### src/hw/rtl/pidta_pkg.sv
// ----------------------------------------------------------------------------
// pidta_pkg
// Shared constants, codes and saturation helpers for the PID controller.
// ----------------------------------------------------------------------------
`default_nettype none

package pidta_pkg;

  localparam int FRAC_BITS = 16;

  localparam logic FN_EVAL  = 1'b0;
  localparam logic FN_CLEAR = 1'b1;

  localparam logic [1:0] FRZ_UP   = 2'd1;
  localparam logic [1:0] FRZ_DOWN = 2'd2;

  localparam logic [1:0] SAT_NONE = 2'd0;
  localparam logic [1:0] SAT_HIGH = 2'd1;
  localparam logic [1:0] SAT_LOW  = 2'd2;

  localparam logic [2:0] REG_KC   = 3'd0;
  localparam logic [2:0] REG_TI   = 3'd1;
  localparam logic [2:0] REG_TD   = 3'd2;
  localparam logic [2:0] REG_N    = 3'd3;
  localparam logic [2:0] REG_WP   = 3'd4;
  localparam logic [2:0] REG_WD   = 3'd5;
  localparam logic [2:0] REG_OMIN = 3'd6;
  localparam logic [2:0] REG_OMAX = 3'd7;

  localparam logic signed [31:0] S32MAX = 32'sh7fffffff;
  localparam logic signed [31:0] S32MIN = 32'sh80000000;

  // saturate a wide signed value to 32 bits
  function automatic logic signed [31:0] sat32(input logic signed [65:0] v);
    logic signed [31:0] r;
    if (v > 66'sd2147483647) begin
      r = S32MAX;
    end else if (v < -66'sd2147483648) begin
      r = S32MIN;
    end else begin
      r = v[31:0];
    end
    return r;
  endfunction

  function automatic logic signed [65:0] sx32(input logic signed [31:0] v);
    return {{34{v[31]}}, v};
  endfunction

  function automatic logic signed [65:0] sx64(input logic signed [63:0] v);
    return {{2{v[63]}}, v};
  endfunction

endpackage

`default_nettype wire

### src/hw/rtl/pid_with_tracking_antiwindup.sv
// ----------------------------------------------------------------------------
// pid_with_tracking_antiwindup
// Two-degree-of-freedom PID with filtered derivative and tracking anti-windup.
// ----------------------------------------------------------------------------
// One step per input transaction. s_tuser = func (1 clears stored history).
// s_tdata carries measurement, setpoint, sample time, track value, tracking
// and freeze code; m_tdata returns the clamped drive and saturation status.
// Coefficients and products go through one shared bit-serial multiplier
// (issue, shift-add iterations, capture) and one bit-serial restoring
// divider (issue, subtract-shift iterations, capture), sequenced step by step.
// An evaluate step takes 10 products and 2 quotients (Ti zero skips the
// first quotient; Td zero skips 3 products and 1 quotient); a clear step
// skips the serial units and goes straight to writing its result. s_tready
// returns in the cycle after the result is written, so no new item is
// accepted before the last one is written. The next item is accepted even
// while the last result waits in the output register. If the receiver
// stalls, the finished result is held and the sequencer waits before
// writing the next one. Reset clears the stored history and sets registers
// to their defaults (limits fully open). The config channel is always ready;
// the user must write it only while the block is idle; this is not enforced.
`default_nettype none

module pid_with_tracking_antiwindup (
  input  wire logic         clk,
  input  wire logic         rst,
  input  wire logic         s_tvalid,
  output logic              s_tready,
  // [31:0] measured, [63:32] setpoint, [94:64] sample_time,
  // [126:95] track_value, [127] tracking, [129:128] freeze_mode, rest zero
  input  wire logic [135:0] s_tdata,
  // [0] func
  input  wire logic         s_tuser,
  output logic              m_tvalid,
  input  wire logic         m_tready,
  // [31:0] drive, [33:32] sat_status, rest zero
  output logic [39:0]       m_tdata,
  input  wire logic         cfg_valid,
  output logic              cfg_ready,
  input  wire logic [2:0]   cfg_index,
  input  wire logic [31:0]  cfg_data
);
  import pidta_pkg::*;

  typedef enum logic [2:0] {
    ST_IDLE, ST_ISSUE, ST_RUN, ST_CAP, ST_FIN
  } state_t;

  state_t state;
  logic [3:0] step;
  logic       clr;

  // configuration
  logic [30:0] kc, ti, td, nf;
  logic signed [31:0] wp, wd, omin, omax;

  // latched input
  logic signed [31:0] y, ysp, trk;
  logic [30:0] dt;
  logic trkmode;
  logic [1:0] frz;

  // history
  logic signed [31:0] prev_y, prev_sp, prev_u, integ, deriv;
  logic [1:0] sat_flag;

  // intermediates
  logic [63:0] p1, den;
  logic [31:0] a1, b1, nb;
  logic signed [31:0] b2, t2, t3, pterm;
  logic signed [63:0] m1, ai;

  // serial units
  logic        is_div;
  logic [6:0]  cnt;
  logic signed [63:0] mc, acc;
  logic [31:0] mp;
  logic [63:0] rem, dvd, dvs, quo;

  logic [30:0] keff;
  logic signed [31:0] e, dsp, dy;
  logic [64:0] rsh;
  logic signed [63:0] prod_asr;

  assign keff = (kc == '0) ? 31'(1 << FRAC_BITS) : kc;
  assign e    = sat32(sx32(ysp) - sx32(y));
  assign dsp  = sat32(sx32(ysp) - sx32(prev_sp));
  assign dy   = sat32(sx32(y) - sx32(prev_y));
  assign rsh  = {rem, dvd[63]};
  assign prod_asr = acc >>> FRAC_BITS;

  // final combine
  logic signed [31:0] u_auto, u0, u_fin, i_fin;
  logic [1:0] st_fin;
  logic hold;

  always_comb begin
    u_auto = sat32(sx32(pterm) + sx32(integ) + sx32(deriv));
    u0     = trkmode ? trk : u_auto;
    u_fin  = u0;
    st_fin = SAT_NONE;
    hold   = 1'b0;
    i_fin  = integ;
    if (u0 > omax) begin
      u_fin  = omax;
      st_fin = SAT_HIGH;
    end else if (u0 < omin) begin
      u_fin  = omin;
      st_fin = SAT_LOW;
    end else begin
      if (trkmode) begin
        hold = 1'b1;
      end else if (frz == FRZ_UP && u0 > prev_u) begin
        u_fin = prev_u;
        hold  = 1'b1;
      end else if (frz == FRZ_DOWN && u0 < prev_u) begin
        u_fin = prev_u;
        hold  = 1'b1;
      end
      if (hold) begin
        i_fin = sat32(sx32(u_fin) - sx32(pterm) - sx32(deriv));
      end else begin
        i_fin = sat32(sx32(integ) + sx64(ai));
      end
    end
  end

  assign s_tready  = (state == ST_IDLE);
  assign cfg_ready = 1'b1;

  always_ff @(posedge clk) begin
    if (rst) begin
      state <= ST_IDLE;
      step <= '0;
      clr <= 1'b0;
      m_tvalid <= 1'b0;
      kc <= '0; ti <= '0; td <= '0; nf <= '0;
      wp <= '0; wd <= '0; omin <= S32MIN; omax <= S32MAX;
      prev_y <= '0; prev_sp <= '0; prev_u <= '0; integ <= '0; deriv <= '0;
      sat_flag <= SAT_NONE;
    end else begin
      if (m_tvalid && m_tready && state != ST_FIN) begin
        m_tvalid <= 1'b0;
      end
      if (cfg_valid) begin
        case (cfg_index)
          REG_KC:   kc <= cfg_data[30:0];
          REG_TI:   ti <= cfg_data[30:0];
          REG_TD:   td <= cfg_data[30:0];
          REG_N:    nf <= cfg_data[30:0];
          REG_WP:   wp <= cfg_data;
          REG_WD:   wd <= cfg_data;
          REG_OMIN: omin <= cfg_data;
          REG_OMAX: omax <= cfg_data;
          default: ;
        endcase
      end
      case (state)
        ST_IDLE: begin
          if (s_tvalid) begin
            y       <= s_tdata[31:0];
            ysp     <= s_tdata[63:32];
            dt      <= s_tdata[94:64];
            trk     <= s_tdata[126:95];
            trkmode <= s_tdata[127];
            frz     <= s_tdata[129:128];
            clr     <= (s_tuser == FN_CLEAR);
            step    <= '0;
            state   <= (s_tuser == FN_CLEAR) ? ST_FIN : ST_ISSUE;
          end
        end
        ST_ISSUE: begin
          cnt    <= '0;
          is_div <= (step == 4'd3) || (step == 4'd1 && ti != '0);
          acc    <= '0;
          case (step)
            4'd0: begin mc <= 64'(keff); mp <= {1'b0, dt}; state <= ST_RUN; end
            4'd1: begin
              if (ti == '0) begin
                a1 <= '0; step <= 4'd2;
              end else begin
                dvd <= p1; dvs <= 64'(ti); rem <= '0; state <= ST_RUN;
              end
            end
            4'd2: begin
              if (td == '0) begin
                b1 <= '0; b2 <= '0; step <= 4'd6;
              end else begin
                mc <= 64'(nf); mp <= {1'b0, dt}; state <= ST_RUN;
              end
            end
            4'd3: begin
              dvd <= 64'(td) << FRAC_BITS; dvs <= den; rem <= '0; state <= ST_RUN;
            end
            4'd4: begin mc <= 64'(nf); mp <= b1; state <= ST_RUN; end
            4'd5: begin mc <= 64'(keff); mp <= nb; state <= ST_RUN; end
            // signed multiplicands are sign-extended
            4'd6: begin mc <= {{32{wd[31]}}, wd}; mp <= dsp; state <= ST_RUN; end
            4'd7: begin mc <= 64'(b1); mp <= deriv; state <= ST_RUN; end
            4'd8: begin mc <= {{32{b2[31]}}, b2}; mp <= t2; state <= ST_RUN; end
            4'd9: begin mc <= {{32{wp[31]}}, wp}; mp <= ysp; state <= ST_RUN; end
            4'd10: begin mc <= 64'({1'b0, kc}); mp <= t3; state <= ST_RUN; end
            4'd11: begin mc <= 64'(a1); mp <= e; state <= ST_RUN; end
            default: state <= ST_FIN;
          endcase
        end
        ST_RUN: begin
          cnt <= cnt + 7'd1;
          if (is_div) begin
            dvd <= {dvd[62:0], 1'b0};
            if (rsh >= {1'b0, dvs}) begin
              rem <= 64'(rsh - {1'b0, dvs});
              quo <= {quo[62:0], 1'b1};
            end else begin
              rem <= rsh[63:0];
              quo <= {quo[62:0], 1'b0};
            end
            if (cnt == 7'd63) begin
              state <= ST_CAP;
            end
          end else begin
            if (mp[0]) begin
              acc <= (cnt == 7'd31) ? acc - mc : acc + mc;
            end
            mc <= mc <<< 1;
            mp <= mp >> 1;
            if (cnt == 7'd31) begin
              state <= ST_CAP;
            end
          end
        end
        ST_CAP: begin
          step <= step + 4'd1;
          case (step)
            4'd0: begin p1 <= acc; state <= ST_ISSUE; end
            4'd1: begin
              a1 <= (quo > 64'(S32MAX)) ? S32MAX : quo[31:0];
              state <= ST_ISSUE;
            end
            4'd2: begin den <= 64'(acc[62:FRAC_BITS]) + 64'(td); state <= ST_ISSUE; end
            4'd3: begin b1 <= quo[31:0]; state <= ST_ISSUE; end
            4'd4: begin nb <= 32'(acc[62:FRAC_BITS]); state <= ST_ISSUE; end
            4'd5: begin b2 <= sat32(sx64(64'(acc[62:FRAC_BITS]))); state <= ST_ISSUE; end
            4'd6: begin
              t2 <= sat32(sx32(sat32(sx64(prod_asr))) - sx32(dy));
              state <= ST_ISSUE;
            end
            4'd7: begin m1 <= prod_asr; state <= ST_ISSUE; end
            4'd8: begin deriv <= sat32(sx64(m1) + sx64(prod_asr)); state <= ST_ISSUE; end
            4'd9: begin
              t3 <= sat32(sx32(sat32(sx64(prod_asr))) - sx32(y));
              state <= ST_ISSUE;
            end
            4'd10: begin pterm <= sat32(sx64(prod_asr)); state <= ST_ISSUE; end
            4'd11: begin ai <= prod_asr; state <= ST_FIN; end
            default: state <= ST_FIN;
          endcase
        end
        ST_FIN: begin
          if (!m_tvalid || m_tready) begin
            m_tvalid <= 1'b1;
            state    <= ST_IDLE;
            if (clr) begin
              m_tdata  <= {6'd0, sat_flag, 32'd0};
              prev_y <= '0; prev_sp <= '0; prev_u <= '0;
              integ <= '0; deriv <= '0;
            end else begin
              m_tdata  <= {6'd0, st_fin, u_fin};
              sat_flag <= st_fin;
              integ    <= i_fin;
              prev_y   <= y;
              prev_sp  <= ysp;
              prev_u   <= u_fin;
            end
          end
        end
        default: state <= ST_IDLE;
      endcase
    end
  end

endmodule

`default_nettype wire
### config.mk
export PLATFORM = sky130hd
export DESIGN_NAME = pid_with_tracking_antiwindup
export DESIGN_NICKNAME = d
export VERILOG_FILES = /design/src/hw/rtl/pidta_pkg.sv /design/src/hw/rtl/pid_with_tracking_antiwindup.sv
export SDC_FILE = /design/constraint.sdc
export NUM_CORES = 2
export LEC_CHECK = 0
export BUFFER_PORTS_ARGS = -buffer_cell sky130_fd_sc_hd__buf_2
export CORE_ASPECT_RATIO = 0.9
export CORE_MARGIN = 1.5
export CORE_UTILIZATION = 44
export DETAILED_ROUTE_END_ITERATION = 10
export SLEW_MARGIN = 20
export SYNTH_ARGS = -nofsm -noshare
export SYNTH_HDL_FRONTEND = slang
export SYNTH_SLANG_ARGS = --single-unit
### constraint.sdc
create_clock -name clk -period 23.3 [get_ports clk]
set_input_delay 4.66 -clock clk [delete_from_list [all_inputs] [get_ports clk]]
set_output_delay 4.66 -clock clk [all_outputs]
set_load 0.1 [all_outputs]
==> metrics.cfg <==
[floorplanning]
initial_core_util_pct=44.3
die-area_sq_um=197000
core_area_sq_um=193000
die_w_um=467
io-pin-count=220
die-height_um=421
rows=153

[global_routing]
grtUsageTotal_pct=31.5
grt_pass1_vias=67100
grt_remaining_overflow=0
grt_max_degree=197
antenna_found_initial=47
grt_pass1_wl_um=455000

[synth]
yosysTopAreaCell=edfxtp_1
yosys_most_used_dff=edfxtp_1
ys_top_cells_by_area=edfxtp_1, dfxtp_1, ha_1
ys_types=113
synthDominantCellAreaShare_pct=35.3
avgSynthCellArea_sq_um=9.53
syn_inst=8964
syn_area_sq_um=85400
ys_seq_elements=1427
synth-edff-count=1004
yosysSeqAreaShare_pct=45.2
yosys_warnings=0
synthArstFlopShare_pct=0

[sta]
rsz0062_at_grt=false
holdWs_ps=430
finalSetupViolations=0
period_share_pct=58.4
tightest_slew_ps=1160
slew_headroom_pct=22.9
setup_tns_ps=0
fin_crit_ps=13610
fmax_mhz=73.5
maxSlewViolCount=0
hold_viol=0
finClkSkew_ps=38.8

[clock_network]
holdBufCountCts=0
cts_resized=0
cts_setup_buffers=0
cts_buffers=161
cts-root-buf=clkbuf_16
cts_buffer_depth=3
cts.sinks=1427
cts_tree=done
cts_htree_levels=4
cts.clk_slew.worst_paths_ps=60
insertion_delay_ps=840

[power]
p_per_area_nw_per_um2=114
leakagePower_nw=37.0
vdd_drop_max_v=0.0000982
p_total_mw=10.8

[finish]
fill_cells=18000
layout_commonest_cell=nand2_1
instances_no_fill=11800
nets=9885
drive_gt1_share_pct=9.11
syn2layout_area_growth_pct=11.3
final_cell_mix=nand2_1, edfxtp_1, a21oi_1, nor2_1, ha_1
utilization_pct=49.3

[status]
outcome=finished clean

[drt]
wl_um=317000
first_pass_iters=6
drcViolationCount=0
wl_per_cell_um=26.9
num_vias=70900
vias_per_cell=6.02
final_antenna_net_count=0
drt_iter0_markers=7990

[setup_path]
path_class=register to register
cp-end-kind=register
cp.required_ps=23960
worst_ep_arrival_time_ps=14270
crit_path_start=deriv[2]$_SDFFE_PP0P_
critPathMaxStageDelay_ps=970
slowest_stage=nor4_1
critPathMaxFanout=43
critPathLaunchType=register
reg2reg_from=deriv[2]$_SDFFE_PP0P_

[min_path]
hold_start=quo[22]$_DFFE_PP_
min_path_type=register to register

[placed_design]
port-buffer-count=206
placed_cells=11500
gp_congestion=0.990
dpl.hpwl_um=232000

[run]
drv_cap=0

## cell families after synthesis
kind of cell | synth area share [%]
muxes | 1.03
buffers and inverters | 4.11
adders and majority gates | 10.2
xor gates and xnor gates | 4.84
DFF | 45.2
and+or+nand+nor | 15.0
AOI/OAI and AO/OA | 19.7
other | 0.00879
## metal layers
layer	track usage [%]	share of wire (%)	vias to the layer above
li1	-	-	32800
met1	43.0	43	34600
met2	46.7	43	2878
met3	7.20	8.9	539
met4	15.6	5.4	6
met5	0	0.012	-
## critical path: cells and delay by family (launching register included)
kind	cells	cell delay [ps]
flops	1	630
buf+inv	3	950
simple gates	12	3730
mux	1	280
fa+ha+maj	5	1940
compound gates	18	5840
## path summary, 6_finish.rpt
kind	depth (start not counted)	slack, ps	endpoint
setup / recovery	39	9690	integ[7]$_SDFFE_PP0P_
hold / removal	0	430	quo[23]$_DFFE_PP_
setup reg to reg	39	9690	integ[7]$_SDFFE_PP0P_
hold reg to reg	0	430	quo[23]$_DFFE_PP_
## sequential cells by signal, summed over array words and instances, names as in the netlist, 34 cells and up
name	cells
m_tdata	34
ai	48
acc	64
quo	64
m1	48
dvs	48
mc	64
p1	64
rem	64
den	48
dvd	64
## synth_stat cells, drive strengths merged, types with 19 or more instances
master and instances:
or3 61, a21o 295, o211ai 82, buf 54, a31oi 86, or4 19
a22oi 135, xor2 182, nor3 142, o21bai 58, ha 568, edfxtp 1004
nand4 88, mux2i 44, and3 107, a221oi 38, nor2b 64, nor4 66
o21a 130, a211oi 50, dfxtp 423, a22o 39, nand3 199, a21boi 21
nor2 589, nand2 1140, inv 471, mux2 39, a21oi 982, or2 66
a221o 39, xnor2 287, nand2b 97, nand3b 41, o21ai 469, and2 44
clkbuf 380, fa 75, o31ai 63
## stage by stage
| step | setup WS (ps) | area [sq um] |
|---|---|---|
| after floorplan | 9980 | 85500 |
| after global placement | 10040 | 89500 |
| after detailed placement | 9880 | 89500 |
| after CTS | 9840 | 95000 |
| after global routing | 9200 | 95100 |
| final | 9690 | 95100 |
## area by class of cell
type / count / area [sq um] / share of cell area, %
timing repair buffer: 365 / 2310 / 2.43
sequential: 1427 / 38600 / 40.6
antenna: 13 / 32.5 / 0.0342
clock inverter: 111 / 1300 / 1.37
inverter: 471 / 1770 / 1.86
tap: 2557 / 3200 / 3.36
multi-input combinational: 6639 / 43600 / 45.9
clock buffer: 188 / 4240 / 4.46
## power breakdown
| part | leakage, nW | internal, mW | switching (mW) | total (mW) |
|---|---|---|---|---|
| Clock | 2.69 | 1.54 | 1.15 | 2.70 |
| Combinational | 21.7 | 1.66 | 3.08 | 4.74 |
| Sequential | 12.6 | 3.16 | 0.206 | 3.37 |
| Total | 37.0 | 6.37 | 4.44 | 10.8 |
No activity file was read; power rests on OpenSTA's default activity.
